`config.mk`:
```
export PLATFORM = sky130hd
export DESIGN_NAME = hsis_ctrl
export DESIGN_NICKNAME = d
export VERILOG_FILES = /design/src/design/hsis_pkg.sv /design/src/design/hsis_ctrl.sv
export SDC_FILE = /design/constraint.sdc
export NUM_CORES = 1
export LEC_CHECK = 0
export BUFFER_PORTS_ARGS = -buffer_cell sky130_fd_sc_hd__buf_2
export CAP_MARGIN = 20
export CORE_AREA = 2 2 39 41
export CTS_CLUSTER_SIZE = 20
export DETAILED_ROUTE_END_ITERATION = 10
export DIE_AREA = 0 0 41 43
export PLACE_DENSITY = 0.46
export RECOVER_POWER = 25
export SLEW_MARGIN = 10
export SYNTH_ARGS = -nofsm -noshare
export SYNTH_HDL_FRONTEND = slang
export SYNTH_SLANG_ARGS = --single-unit
```
`constraint.sdc`:
```
create_clock -name clk_i -period 0.95 [get_ports clk_i]
set_input_delay 0.095 -clock clk_i [delete_from_list [all_inputs] [get_ports clk_i]]
set_output_delay 0.095 -clock clk_i [all_outputs]
set_load 0.02 [all_outputs]
```
`src/design/hsis_pkg.sv`:
```
`default_nettype none

package hsis_pkg;

  // Default configuration of the set.
  localparam int unsigned NUM_BUCKETS_DEF = 128;
  localparam int unsigned WAYS_DEF        = 8;
  localparam int unsigned KEY_BITS_DEF    = 16;

  // Fixed field widths of the stream payload.
  localparam int unsigned KEY_W     = 16;
  localparam int unsigned COUNT_W   = 13;
  localparam int unsigned OUT_DATA_W = 16;
  localparam logic [COUNT_W-1:0] COUNT_MAX = {COUNT_W{1'b1}};

  // Operation codes carried in tuser.
  localparam logic OP_INSERT = 1'b0;
  localparam logic OP_SEARCH = 1'b1;

  // Commands from the controller to the datapath.
  typedef struct packed {
    logic load;      // capture opcode and key of an accepted transaction
    logic clr_step;  // clear one bucket fill entry
    logic mod_step;  // one step of the bucket remainder
    logic rd_en;     // read the bucket row and its fill count
    logic exec;      // compare, update and load the result register
  } hsis_cmd_t;

  // Status from the datapath to the controller.
  typedef struct packed {
    logic clr_last;  // last bucket is being cleared
    logic mod_last;  // last remainder step is being processed
    logic out_free;  // result register can take a new result
  } hsis_sts_t;

endpackage

`default_nettype wire

```
`src/design/hsis_ctrl.sv`:
```
`default_nettype none

module hsis_ctrl (
  input  wire logic               clk_i,
  input  wire logic               rst_ni,
  input  wire logic               in_valid_i,
  output logic                    in_ready_o,
  input  wire hsis_pkg::hsis_sts_t sts_i,
  output hsis_pkg::hsis_cmd_t     cmd_o
);
  import hsis_pkg::*;

  typedef enum logic [2:0] {
    ST_CLEAR,
    ST_IDLE,
    ST_MOD,
    ST_READ,
    ST_EXEC
  } state_e;

  state_e state_q, state_d;
  logic   ready_q, ready_d;

  always_comb begin
    state_d = state_q;
    ready_d = 1'b0;
    cmd_o   = '0;
    unique case (state_q)
      ST_CLEAR: begin
        cmd_o.clr_step = 1'b1;
        if (sts_i.clr_last) begin
          state_d = ST_IDLE;
          ready_d = 1'b1;
        end
      end
      ST_IDLE: begin
        ready_d = 1'b1;
        if (in_valid_i && ready_q) begin
          cmd_o.load = 1'b1;
          state_d    = ST_MOD;
          ready_d    = 1'b0;
        end
      end
      ST_MOD: begin
        cmd_o.mod_step = 1'b1;
        if (sts_i.mod_last) begin
          state_d = ST_READ;
        end
      end
      ST_READ: begin
        cmd_o.rd_en = 1'b1;
        state_d     = ST_EXEC;
      end
      ST_EXEC: begin
        if (sts_i.out_free) begin
          cmd_o.exec = 1'b1;
          state_d    = ST_IDLE;
          ready_d    = 1'b1;
        end
      end
      default: begin
        state_d = ST_CLEAR;
      end
    endcase
  end

  always_ff @(posedge clk_i or negedge rst_ni) begin
    if (!rst_ni) begin
      state_q <= ST_CLEAR;
      ready_q <= 1'b0;
    end else begin
      state_q <= state_d;
      ready_q <= ready_d;
    end
  end

  assign in_ready_o = ready_q;

endmodule

`default_nettype wire

```
== Word level (Yosys, flattened, before mapping) ==
Cells that the tools add are included.
Storage, ports and cells
  register bits after elaboration: 4
  output and inout port bits: 6
  logic and storage cells: 28
Cells by class
  muxes and demuxes: 15
  equal/unequal tests: 8
  reduce and logical (&&, ||, !) cells: 3
Operator list (count)
  case mux 3 bit (5 select lines): 1
  2-to-1 mux 3 bit: 4
  2-to-1 mux 1 bit: 9
  != test 2 bit, second input constant: 4
  == test 3 x 2 -> 1 bit, second input constant: 2
  AND reduction 4 bit: 1
  == test 3 x 1 -> 1 bit, second input constant: 1
  == test 3 bit, second input constant: 1
  logical NOT 3 bit: 1
  case mux 1 bit (3 select lines): 1
  logical AND 1 bit: 1

== Logic depth before layout (Yosys ltp) ==
Gate-level depths: netlist of run 1.
  word-level depth: 3
  mapped depth: 4
  mapped depth without buffers: 3

== Worst setup path after synthesis of run 1 ==
Ideal clock, no wire load.
  path type: reg2out
  from: register state_q[2]
  to: output port cmd_o[2] in the netlist's numbering
  stages on the path, launching flop included: 3
  arrival: 1.037 ns
  path buffers: 1
  slack: -0.182 ns
  cell sequence: dfrtp_1 -> buf_6 -> nor3b_1
RTL lines
  start: declaration: line hsis_ctrl.sv:21  | state_e state_q, state_d;
  start signal: assignment: line hsis_ctrl.sv:72  | state_q <= state_d;
  end: declaration: line hsis_ctrl.sv:9  | output hsis_pkg::hsis_cmd_t cmd_o

==> tab_implementation.tex, run 1 <==
\begin{tabular}{lr}
\hline
Metric & Value \\
\hline
\multicolumn{2}{l}{\textbf{Critical path}} \\
\quad CP Capture Type & output pin \\
\quad Req. time, crit path & 0.85 ns \\
\quad Cell count of the worst reg-to-reg path & 5 \\
\quad Source of the worst register-to-register timing path & state\_q[0] \\
\quad Peak fanout along the critical path & 6 \\
\quad Crit path depth & 4 \\
\quad Type of element launching the critical path & register \\
\quad Buffers \& Inverters on Critical Path & 1 \\
\quad Flop2flop setup slack & -0.25 ns \\
\quad Crit path kind & register to output pin \\
\quad Terminus of the critical flop-to-flop path & in\_ready\_o \\
\quad Slowest Stage Delay on Critical Path & 0.46 ns \\
\quad Slowest-stage cell, CP & sky130\_fd\_sc\_hd\_\_dfrtp\_2 \\
\quad Cell class contributing the biggest share of worst-path delay & flip-flops \\
\quad Data arrival time of the worst path & 1.15 ns \\
\quad Cells traversed along the worst timing path & nor2b\_4 -> nand3\_2 -> nor2\_2 -> buf\_6 \\
\multicolumn{2}{l}{\textbf{Synthesis}} \\
\quad Most used flip-flop cell after synthesis & sky130\_fd\_sc\_hd\_\_dfrtp\_1 \\
\quad Synth area leaders & sky130\_fd\_sc\_hd\_\_dfrtp\_1 38\%, sky130\_fd\_sc\_hd\_\_buf\_6 8.5\%, sky130\_fd\_sc\_hd\_\_a211oi\_1 5.6\%, sky130\_fd\_sc\_hd\_\_nand2b\_4 5.2\%, sky130\_fd\_sc\_hd\_\_nor2b\_1 4.7\% \\
\quad Number of synthesized register bits & 4 \\
\quad Most frequent cell after synthesis & sky130\_fd\_sc\_hd\_\_dfrtp\_1 \\
\quad Cell type with the largest total area after synthesis & sky130\_fd\_sc\_hd\_\_dfrtp\_1 \\
\quad Combined area of all synthesized cells & 267 µm² \\
\quad Number of synthesized flops with an enable pin & 0 \\
\quad Synth top area share & 0.376 \\
\quad Post-Synthesis Cells & 27 \\
\quad Mapped Avg Cell Area & 9.87 µm² \\
\quad Proportion of synthesized flip-flops having asynchronous set or reset & 1.00 \\
\quad Ys Warns & 0 \\
\quad Sequential-to-total area share from yosys stat & 0.376 \\
\quad Synthesized net count & 33 \\
\quad Post-synth cell types & 19 \\
\multicolumn{2}{l}{\textbf{Min path}} \\
\quad Hold Startpoint & sts\_i[0] \\
\quad Kind of path behind the tightest hold check & primary input to register \\
\quad WHS Path Cells & 2 \\
\quad Worst-case hold path end point & state\_q[2] \\
\multicolumn{2}{l}{\textbf{Clock tree}} \\
\quad Clk sinks & 4 \\
\quad Clock latency on the worst-skew pair & 0.24 ns \\
\quad Clock tree from TritonCTS & built \\
\quad Total CTS buffers & 3 \\
\quad CTS H-tree lvls & 1 \\
\quad Clock buffer depth & 2 \\
\quad Root buffer cell & sky130\_fd\_sc\_hd\_\_clkbuf\_4 \\
\quad Clk slew on worst S/H paths & 0.04 ns \\
\multicolumn{2}{l}{\textbf{Floorplan}} \\
\quad Horizontal die dimension & 41 µm \\
\quad Die height & 43 µm \\
\quad Boundary pin count & 12 \\
\quad Effective utilization at floorplan & 0.193 \\
\quad Total Die Area & 1760 µm² \\
\quad Number of core rows & 14 \\
\quad Total core area & 1380 µm² \\
\multicolumn{2}{l}{\textbf{Finish}} \\
\quad Area of the multi-input gates & 190 µm² \\
\quad FF+latch area & 105 µm² \\
\quad Diodes inserted & 0 \\
\quad Fraction of final layout cells with drive strength greater than 1 & 0.774 \\
\quad Number of filler instances in the final layout & 151 \\
\quad Final net count & 60 \\
\quad Layout Cells excl Fill & 69 \\
\quad Area added between synthesis and finish & 99.1\% \\
\multicolumn{2}{l}{\textbf{STA}} \\
\quad Hold Vio Cnt, Final & 0 \\
\quad Worst-Margin Slew & 0.213 ns \\
\quad Min Clock Period, post-route & 1.25 ns \\
\quad Final setup margin & -0.299 ns \\
\quad Worst Hold Margin & 0.0893 ns \\
\quad Final count of negative-setup-slack endpoints & 9 \\
\quad Worst clock skew & 0.00628 ns \\
\quad Max Freq & 801 MHz \\
\quad Final number of max-transition violations & 0 \\
\quad Worst max-slew margin expressed relative to the limit & 0.858 \\
\quad RSZ-0062 raised after global routing & true \\
\quad Period utilization & 1.31 \\
\multicolumn{2}{l}{\textbf{Detailed routing}} \\
\quad Routed WL per cell & 11.8 µm \\
\quad Post-detailed-route via-to-cell ratio & 4.22 \\
\quad Post-detailed-route count of antenna-violating nets & 0 \\
\quad DR DRC count & 0 \\
\quad Total vias in the final route & 291 \\
\quad Wire length reported by the detailed router & 811 µm \\
\quad 1st-pass router iterations & 2 \\
\quad DRC violation total after the first TritonRoute iteration & 5 \\
\multicolumn{2}{l}{\textbf{Status}} \\
\quad Violations in the final reports & negative setup slack \\
\quad Run status & finished with violations \\
\multicolumn{2}{l}{\textbf{Job}} \\
\quad Max-capacitance violation count & 0 \\
\multicolumn{2}{l}{\textbf{Global routing}} \\
\quad GRT Total Usage & 0.107 \\
\quad Antenna violations before repair & 0 \\
\quad Total grt overflow & 0 \\
\quad Largest net degree at the start of global routing & 9 \\
\quad Number of global-route vias before repair & 304 \\
\quad First-pass GRT wire length & 1260 µm \\
\multicolumn{2}{l}{\textbf{Placement}} \\
\quad Port-buffer cells & 11 \\
\quad Number of placed instances, taps included & 61 \\
\quad Post-detail-place hpwl & 517 µm \\
\quad Final Wtd Congestion & 0.716 \\
\multicolumn{2}{l}{\textbf{Power}} \\
\quad Worst VDD drop & 1.10 mV \\
\quad Total leakage power & 0.000249 µW \\
\quad Total power per unit cell area & 3510 nW/µm² \\
\hline
\end{tabular}
cell usage in the layout (no fill, tap or decap), types with 2 or more instances in the layout:
master                     Yosys  layout
sky130_fd_sc_hd__buf_6         2       5
sky130_fd_sc_hd__clkbuf_4      0       3
sky130_fd_sc_hd__buf_4         0      12
sky130_fd_sc_hd__buf_2         0       5
sky130_fd_sc_hd__clkbuf_1      0       2
sky130_fd_sc_hd__nand2_1       2       2
sky130_fd_sc_hd__a211oi_2      0       2
sky130_fd_sc_hd__dfrtp_2       0       4
flip-flops by register name (all words and copies together), names as in the netlist:
| signal | flops |
|---|---|
| in_ready_o | 1 |
| state_q | 3 |
power by group:
| group | switching [µW] | leakage [µW] | internal (µW) |
|---|---|---|---|
| Combinational | 512 | 0.000189 | 707 |
| Sequential | 136 | 0.0000456 | 266 |
| Clock | 80.2 | 0.0000150 | 158 |
through the flow:
step | setup slack (ns) | instance area (µm²) | total power (µW) | util | setup TNS [ns]
4_1_cts | -0.340 | 487 | 1680 | 0.352 | -1.98
6_report | -0.299 | 531 | 1860 | 0.383 | -2.09
3_5_place_dp | -0.167 | 400 | 1240 | 0.289 | -0.985
2_1_floorplan | -0.0937 | 280 | 890 | - | -0.180
5_1_grt | -0.356 | 531 | 1990 | 0.383 | -2.46
3_3_place_gp | -0.146 | 400 | 1230 | 0.289 | -0.863
area by class of cell:
| cell class | instances | area share |
|---|---|---|
| Clock buffer | 4 | 0.0495 |
| Tap cell | 16 | 0.0377 |
| Multi-Input combinational cell | 20 | 0.358 |
| Sequential cell | 4 | 0.198 |
| Inverter | 1 | 0.00708 |
| Timing Repair Buffer | 24 | 0.349 |
timing repair:
| item | CTS | global route |
|---|---|---|
| cloned | 0 | 0 |
| hold endpoints to repair | 4 | 0 |
| hold buffers | 1 | 0 |
| resized for setup | 12 | 9 |
| setup endpoints to repair | 9 | 9 |
| pin swaps | 3 | 2 |
| setup buffers | 3 | 1 |
how the worst max path moves through the flow:
| stage | start | endpoint | slack [ns] |
|---|---|---|---|
| detailed placement | state_q[0] | cmd_o[0] | -0.17 |
| global placement | state_q[0] | cmd_o[4] | -0.15 |
| global route | state_q[1] | cmd_o[4] | -0.36 |
| finish | state_q[1] | cmd_o[4] | -0.30 |
| floorplan | state_q[1] | cmd_o[4] | -0.09 |
| CTS | state_q[1] | cmd_o[4] | -0.34 |
layer usage:
metal	vias up	track usage	part of all wire
met5	-	0	0
met4	0	0.0600	0
met3	0	0.0157	0.038
met2	8	0.181	0.58
met1	137	0.117	0.38
li1	146	-	-
worst register-to-register path: stages, from the launching register on:
cell	delay, ns
sky130_fd_sc_hd__dfrtp_2	0.42
sky130_fd_sc_hd__buf_4	0.14
sky130_fd_sc_hd__buf_4	0.13
sky130_fd_sc_hd__buf_4	0.13
sky130_fd_sc_hd__a211oi_2	0.20
sky130_fd_sc_hd__a211oi_2	0.07
kinds of logic after synthesis:
| group | after synthesis | synth area share |
|---|---|---|
| flip-flops | 4 | 0.376 |
| buffers and inverters | 3 | 0.0986 |
| multiplexers | 1 | 0.0376 |
| AND/OR/NAND/NOR | 13 | 0.305 |
| AO/OA/AOI/OAI | 6 | 0.183 |
Note: power is estimated with default switching activity, not from simulation.
==> run 2, diff against run 1 <==
--- a/config.mk
+++ b/config.mk
@@ -13,6 +13,7 @@
 export DIE_AREA = 0 0 41 43
 export PLACE_DENSITY = 0.46
 export RECOVER_POWER = 25
+export SKIP_LAST_GASP = 1
 export SLEW_MARGIN = 10
 export SYNTH_ARGS = -nofsm -noshare
 export SYNTH_HDL_FRONTEND = slang
==> run 2 against run 1 <==
  * The run still ends with negative setup slack left
  * Fmax shrank 0.56%
  * Sequential power is essentially flat
  * Sequential cell count is the same
  * Count of clock-buffer cells in the layout is the same
  * Critical path depth is the same
  * Non-clock buffer count is the same
  * Design area shrank 0.71%
  * Final cell count is the same
  * Largest cell class unchanged
==> tab_implementation.tex, run 2 (synthesis results as in run 1) <==
\begin{tabular}{lr}
\hline
Metric & Value \\
\hline
\multicolumn{2}{l}{\textbf{Critical path}} \\
\quad Type of element launching the critical path & register \\
\quad CP Capture Type & output pin \\
\quad Peak fanout along the critical path & 4 (-2) \\
\quad Req. time, crit path & 0.85 ns (about the same) \\
\quad Crit path kind & register to output pin \\
\quad Data arrival time of the worst path & 1.16 ns (about the same) \\
\multicolumn{2}{l}{\textbf{STA}} \\
\quad Final count of negative-setup-slack endpoints & 9 (unchanged) \\
\quad Hold Vio Cnt, Final & 0 (unchanged) \\
\quad RSZ-0062 raised after global routing & true \\
\quad Final number of max-transition violations & 0 (unchanged) \\
\quad Period utilization & 1.32 (+0.00745) \\
\quad Worst clock skew & 0.00628 ns (unchanged) \\
\quad Min Clock Period, post-route & 1.26 ns (+0.00707 ns) \\
\quad Final setup margin & -0.306 ns (-0.00707 ns) \\
\quad Worst-Margin Slew & 0.213 ns (unchanged) \\
\quad Max Freq & 796 MHz (-0.56\%) \\
\quad Worst max-slew margin expressed relative to the limit & 0.858 (unchanged) \\
\multicolumn{2}{l}{\textbf{Detailed routing}} \\
\quad DRC violation total after the first TritonRoute iteration & 5 (unchanged) \\
\quad DR DRC count & 0 (unchanged) \\
\quad Wire length reported by the detailed router & 810 µm (-0.12\%) \\
\quad Routed WL per cell & 11.7 µm (-0.12\%) \\
\quad Total vias in the final route & 291 (unchanged) \\
\quad Post-detailed-route via-to-cell ratio & 4.22 (unchanged) \\
\quad 1st-pass router iterations & 2 (unchanged) \\
\quad Post-detailed-route count of antenna-violating nets & 0 (unchanged) \\
\multicolumn{2}{l}{\textbf{Clock tree}} \\
\quad CTS H-tree lvls & 1 (unchanged) \\
\quad Root buffer cell & sky130\_fd\_sc\_hd\_\_clkbuf\_4 \\
\quad Clk sinks & 4 (unchanged) \\
\quad Clock latency on the worst-skew pair & 0.24 ns (about the same) \\
\quad Clock buffer depth & 2 (unchanged) \\
\quad Clk slew on worst S/H paths & 0.04 ns (about the same) \\
\quad Clock tree from TritonCTS & built \\
\quad Total CTS buffers & 3 (unchanged) \\
\multicolumn{2}{l}{\textbf{Power}} \\
\quad Part of the total power dissipated in sequential elements & 0.218 (+0.002) \\
\quad Power Internal & 1120 µW (-1.2\%) \\
\quad Proportion of total power due to net switching & 0.393 (+0.00155) \\
\quad Worst VDD drop & 1.10 mV (about the same) \\
\quad Total leakage power & 0.000248 µW (-0.48\%) \\
\quad Total net switching power & 724 µW (-0.53\%) \\
\quad Comb pwr share & 0.652 (-0.003) \\
\quad Total power per unit cell area & 3500 nW/µm² (-0.21\%) \\
\quad Total chip power & 1840 µW (-0.92\%) \\
\quad Clock power frac & 0.129 (about the same) \\
\multicolumn{2}{l}{\textbf{Min path}} \\
\quad Kind of path behind the tightest hold check & primary input to register \\
\multicolumn{2}{l}{\textbf{Global routing}} \\
\quad Largest net degree at the start of global routing & 9 (unchanged) \\
\quad Global-route met2 utilization & 0.181 (unchanged) \\
\quad Antenna violations before repair & 0 (unchanged) \\
\quad Global Route met3 Usage & 0.0157 (unchanged) \\
\quad First-pass GRT wire length & 1260 µm (unchanged) \\
\quad Met1 Usage GRT & 0.117 (unchanged) \\
\quad Number of global-route vias before repair & 304 (unchanged) \\
\quad Total grt overflow & 0 (unchanged) \\
\quad Busiest layer in global routing & met2 \\
\quad GRT Total Usage & 0.107 (unchanged) \\
\multicolumn{2}{l}{\textbf{Floorplan}} \\
\quad Number of core rows & 14 (unchanged) \\
\quad Die height & 43 µm (unchanged) \\
\quad Horizontal die dimension & 41 µm (unchanged) \\
\quad Total Die Area & 1760 µm² (unchanged) \\
\quad Boundary pin count & 12 (unchanged) \\
\quad Total core area & 1380 µm² (unchanged) \\
\quad Effective utilization at floorplan & 0.193 (unchanged) \\
\multicolumn{2}{l}{\textbf{Finish}} \\
\quad Top register by number of flip-flops & state\_q \\
\quad Fraction of final layout cells with drive strength greater than 1 & 0.774 (unchanged) \\
\quad Diodes inserted & 0 (unchanged) \\
\quad Leading cell type in the layout, fill and taps excluded & sky130\_fd\_sc\_hd\_\_buf\_4 \\
\quad Area added between synthesis and finish & 97.7\% \\
\quad Layout Cells excl Fill & 69 (unchanged) \\
\quad Number of flip-flops under the largest register name & 3 (unchanged) \\
\quad Post-layout util & 0.381 (-0.00271) \\
\quad Highest-count cells in the layout ignoring fill and taps & 13 x sky130\_fd\_sc\_hd\_\_buf\_4, 5 x sky130\_fd\_sc\_hd\_\_buf\_2, 4 x sky130\_fd\_sc\_hd\_\_dfrtp\_2, 4 x sky130\_fd\_sc\_hd\_\_buf\_6, 3 x sky130\_fd\_sc\_hd\_\_clkbuf\_4 \\
\quad Final net count & 60 (unchanged) \\
\multicolumn{2}{l}{\textbf{Placement}} \\
\quad Post-detail-place hpwl & 517 µm (unchanged) \\
\quad Final Wtd Congestion & 0.716 (unchanged) \\
\quad Number of placed instances, taps included & 61 (unchanged) \\
\quad Port-buffer cells & 11 (unchanged) \\
\multicolumn{2}{l}{\textbf{Job}} \\
\quad Max-capacitance violation count & 0 (unchanged) \\
\multicolumn{2}{l}{\textbf{Status}} \\
\quad Violations in the final reports & negative setup slack \\
\quad Run status & finished with violations \\
\hline
\end{tabular}
run 2: power groups by stage:
stage / clock (µW) / combinational, µW / sequential [µW]
floorplan: 0 / 538 / 353
global placement: 0 / 865 / 368
detailed placement: 0 / 861 / 379
CTS: 248 / 1050 / 370
global route: 263 / 1300 / 415
finish: 238 / 1200 / 402
run 2: per-layer routing:
metal | vias up | share of wire | wire (µm)
met1 | 137 | 0.38 | 310
li1 | 146 | - | -
met5 | - | 0 | 0
met3 | 0 | 0.038 | 31
met2 | 8 | 0.58 | 468
met4 | 0 | 0 | 0
run 2: metrics by stage:
stage | hold WS, ns | setup slack (ns) | instance area (µm²) | setup TNS [ns]
6_report | 0.0893 | -0.306 | 527 | -2.11
5_1_grt | 0.104 | -0.356 | 527 | -2.46
4_1_cts | 0.0931 | -0.340 | 485 | -2.01
3_5_place_dp | -0.0981 | -0.167 | 400 | -0.985
3_3_place_gp | -0.0980 | -0.146 | 400 | -0.863
2_1_floorplan | -0.201 | -0.0937 | 280 | -0.180
run 2: worst paths after layout:
kind | start | to | slack, ns | cells after the start
max | state_q[0] | cmd_o[3] | -0.31 | 4
min | sts_i[0] | state_q[2] | 0.09 | 2
max reg2reg | state_q[0] | in_ready_o | -0.25 | 5
min reg2reg | state_q[2] | state_q[2] | 0.65 | 2
max in group asynchronous | rst_ni | state_q[0] | 0.52 | 2
min in group asynchronous | rst_ni | in_ready_o | 0.23 | 2
run 2: layout make-up:
class	count	area [µm²]
fill	151	857
multi-input combinational	20	190
timing repair buffer	24	181
sequential	4	105
clock buffer	4	26.3
tap	16	20.0
inverter	1	3.75
run 2: critical path, cell delays in order (launching register included):
cell and delay (ns):
sky130_fd_sc_hd__dfrtp_2 0.42, sky130_fd_sc_hd__buf_6 0.13, sky130_fd_sc_hd__buf_4 0.12, sky130_fd_sc_hd__nor3_2 0.10
sky130_fd_sc_hd__buf_4 0.16
run 2: what timing repair did:
action                                 CTS  global route
endpoints found under the hold margin    4             0
setup endpoints to repair                9             9
pin swaps                                3             2
buffers inserted                         3             1
resized for setup                       11             9
hold buffers                             1             0
cloned                                   0             0
==> run 3, diff against run 2 <==
--- a/config.mk
+++ b/config.mk
@@ -5,16 +5,18 @@
 export SDC_FILE = /design/constraint.sdc
 export NUM_CORES = 1
 export LEC_CHECK = 0
-export BUFFER_PORTS_ARGS = -buffer_cell sky130_fd_sc_hd__buf_2
 export CAP_MARGIN = 20
 export CORE_AREA = 2 2 39 41
 export CTS_CLUSTER_SIZE = 20
 export DETAILED_ROUTE_END_ITERATION = 10
 export DIE_AREA = 0 0 41 43
-export PLACE_DENSITY = 0.46
+export DONT_BUFFER_PORTS = 1
+export PLACE_DENSITY = 0.38
 export RECOVER_POWER = 25
+export SETUP_SLACK_MARGIN = 0.3
 export SKIP_LAST_GASP = 1
 export SLEW_MARGIN = 10
 export SYNTH_ARGS = -nofsm -noshare
 export SYNTH_HDL_FRONTEND = slang
 export SYNTH_SLANG_ARGS = --single-unit
+export TNS_END_PERCENT = 30
==> run 3 against run 2 <==
  * The run still ends with negative setup slack left
  * Fmax rose by 3.6%
  * Combinational power fell by 16%
  * Highest routed layer is now met4
  * Sequential share of layout area rose by 2.2 points
  * Routed wire length fell by 8.8%
  * Largest power group unchanged
==> tab_implementation.tex, run 3 (synthesis results as in run 1) <==
\begin{tabular}{lr}
\hline
Metric & Value \\
\hline
\multicolumn{2}{l}{\textbf{Critical path}} \\
\quad Peak fanout along the critical path & 7 (+3) \\
\quad Data arrival time of the worst path & 1.12 ns (-0.04 ns) \\
\quad Crit path kind & register to output pin \\
\quad Cells traversed along the worst timing path & nor2b\_2 -> nand3\_2 -> nor2\_4 \\
\quad Req. time, crit path & 0.85 ns (about the same) \\
\quad Flop2flop setup slack & -0.18 ns (+0.07 ns) \\
\quad Slowest-stage cell, CP & sky130\_fd\_sc\_hd\_\_dfrtp\_2 \\
\quad Slowest Stage Delay on Critical Path & 0.45 ns (+0.03 ns) \\
\quad Type of element launching the critical path & register \\
\quad CP Capture Type & output pin \\
\multicolumn{2}{l}{\textbf{Global routing}} \\
\quad Total grt overflow & 0 (unchanged) \\
\quad Largest net degree at the start of global routing & 8 (-1) \\
\quad Antenna violations before repair & 0 (unchanged) \\
\quad Number of global-route vias before repair & 317 (+4.3\%) \\
\quad First-pass GRT wire length & 1390 µm (+9.8\%) \\
\quad GRT Total Usage & 0.125 (+0.0184) \\
\multicolumn{2}{l}{\textbf{Placement}} \\
\quad Port-buffer cells & 0 (-11) \\
\quad Final Wtd Congestion & 0.772 (+7.7\%) \\
\quad Placed cell areas & 378 µm² (-5.6\%) \\
\quad Number of placed instances, taps included & 51 (-16\%) \\
\quad Post-detail-place hpwl & 518 µm (+0.23\%) \\
\multicolumn{2}{l}{\textbf{STA}} \\
\quad Period utilization & 1.28 (-0.0460) \\
\quad Worst-Margin Slew & 0.289 ns (+0.0759 ns) \\
\quad Worst Hold Margin & 0.0109 ns (-0.0784 ns) \\
\quad Worst max-slew margin expressed relative to the limit & 0.807 (-0.0512) \\
\quad Max Freq & 825 MHz (+3.6\%) \\
\quad Setup\_tns & -1.67 ns (+0.437 ns) \\
\quad Final setup margin & -0.262 ns (+0.0437 ns) \\
\quad Hold Vio Cnt, Final & 0 (unchanged) \\
\quad Min Clock Period, post-route & 1.21 ns (-0.0437 ns) \\
\quad Final number of max-transition violations & 0 (unchanged) \\
\quad RSZ-0062 raised after global routing & true \\
\quad Worst clock skew & 0.00707 ns (+0.000783 ns) \\
\quad Final count of negative-setup-slack endpoints & 10 (+1) \\
\multicolumn{2}{l}{\textbf{Status}} \\
\quad Violations in the final reports & negative setup slack \\
\quad Run status & finished with violations \\
\multicolumn{2}{l}{\textbf{Floorplan}} \\
\quad Number of core rows & 14 (unchanged) \\
\quad Die height & 43 µm (unchanged) \\
\quad Total core area & 1380 µm² (unchanged) \\
\quad Boundary pin count & 12 (unchanged) \\
\quad Effective utilization at floorplan & 0.193 (unchanged) \\
\quad Total Die Area & 1760 µm² (unchanged) \\
\quad Horizontal die dimension & 41 µm (unchanged) \\
\multicolumn{2}{l}{\textbf{Detailed routing}} \\
\quad Post-detailed-route via-to-cell ratio & 4.61 (+9.2\%) \\
\quad 1st-pass router iterations & 2 (unchanged) \\
\quad Post-detailed-route count of antenna-violating nets & 0 (unchanged) \\
\quad Total vias in the final route & 281 (-3.4\%) \\
\quad DR DRC count & 0 (unchanged) \\
\quad Routed WL per cell & 12.1 µm (+3.2\%) \\
\quad Wire length reported by the detailed router & 739 µm (-8.8\%) \\
\quad DRC violation total after the first TritonRoute iteration & 2 (-3) \\
\multicolumn{2}{l}{\textbf{Finish}} \\
\quad Leading cell type in the layout, fill and taps excluded & sky130\_fd\_sc\_hd\_\_buf\_4 \\
\quad Final net count & 52 (-13\%) \\
\quad Layout Cells excl Fill & 61 (-12\%) \\
\quad Post-route cell area & 469 µm² (-11\%) \\
\quad Fraction of final layout cells with drive strength greater than 1 & 0.644 (-0.129) \\
\quad Highest-count cells in the layout ignoring fill and taps & 10 x sky130\_fd\_sc\_hd\_\_buf\_4, 3 x sky130\_fd\_sc\_hd\_\_clkbuf\_4, 3 x sky130\_fd\_sc\_hd\_\_buf\_6, 3 x sky130\_fd\_sc\_hd\_\_dfrtp\_2 \\
\quad Diodes inserted & 0 (unchanged) \\
\quad Post-layout util & 0.339 (-0.0416) \\
\quad Number of flip-flops under the largest register name & 3 (unchanged) \\
\quad Top register by number of flip-flops & state\_q \\
\quad Area added between synthesis and finish & 76.1\% \\
\multicolumn{2}{l}{\textbf{Clock tree}} \\
\quad Clock buffer depth & 2 (unchanged) \\
\quad Clock tree from TritonCTS & built \\
\quad Clk sinks & 4 (unchanged) \\
\quad Clk slew on worst S/H paths & 0.04 ns (about the same) \\
\quad Clock latency on the worst-skew pair & 0.24 ns (about the same) \\
\quad Total CTS buffers & 3 (unchanged) \\
\quad CTS H-tree lvls & 1 (unchanged) \\
\quad Root buffer cell & sky130\_fd\_sc\_hd\_\_clkbuf\_4 \\
\multicolumn{2}{l}{\textbf{Min path}} \\
\quad Kind of path behind the tightest hold check & primary input to register \\
\multicolumn{2}{l}{\textbf{Power}} \\
\quad Total power per unit cell area & 3480 nW/µm² (-0.51\%) \\
\quad Total leakage power & 0.000208 µW (-16\%) \\
\quad Worst VDD drop & 0.915 mV (-16\%) \\
\multicolumn{2}{l}{\textbf{Job}} \\
\quad Max-capacitance violation count & 0 (unchanged) \\
\hline
\end{tabular}
run 3: cell types whose count changed in the layout (fill, tap and decap cells not counted), moves of 2 or more:
cell and delta:
sky130_fd_sc_hd__a211oi_1 +2, sky130_fd_sc_hd__buf_2 -5, sky130_fd_sc_hd__buf_4 -3, sky130_fd_sc_hd__a211oi_2 -2
run 3: timing repair:
action | 4_1_cts | 5_1_grt
hold buffers | 2 | 0
pin swaps | 3 | 0
cloned | 0 | 0
setup endpoints to repair | 10 | 10
buffers inserted | 4 | 0
resized for setup | 6 | 0
hold endpoints to repair | 5 | 0
run 3: worst max-delay path, delay by kind of cell (launching register included):
family	cells	cell delay, ns
flip-flops	1	0.45
AND/OR/NAND/NOR	3	0.41
run 3: worst paths after layout:
kind,depth (start not counted),from,endpoint
min in group asynchronous,1,rst_ni,in_ready_o
max,3,state_q[1],cmd_o[4]
max in group asynchronous,1,rst_ni,state_q[2]
max reg2reg,4,state_q[0],state_q[0]
min,2,sts_i[0],in_ready_o
min reg2reg,1,state_q[1],in_ready_o
run 3: cell type report:
class                           instances  area, µm²
Sequential cell                         4        104
Inverter                                1       3.75
Tap cell                               16       20.0
Timing Repair Buffer                   16        149
Fill cell                             149        915
Clock buffer                            4       26.3
Multi-Input combinational cell         20        166
run 3: power breakdown:
group          internal [µW]  switching, µW  total, µW
Sequential               262            124        386
Clock                    158           77.4        235
Combinational            576            435       1010
run 3: metal layers:
| metal | share of wire | GRT usage | wire length [µm] | up-vias |
|---|---|---|---|---|
| met2 | 0.52 | 0.169 | 385 | 10 |
| met4 | 0.046 | 0.120 | 34 | 0 |
| met1 | 0.38 | 0.147 | 278 | 135 |
| li1 | - | - | - | 132 |
| met5 | 0 | 0 | 0 | - |
| met3 | 0.054 | 0.0366 | 40 | 4 |
run 3: metrics by stage:
step | setup WS (ns) | total power (µW)
after global routing | -0.334 | 1780
after detailed placement | -0.151 | 1250
after CTS | -0.272 | 1650
final | -0.262 | 1630
after global placement | -0.112 | 1230
after floorplan | -0.0610 | 926
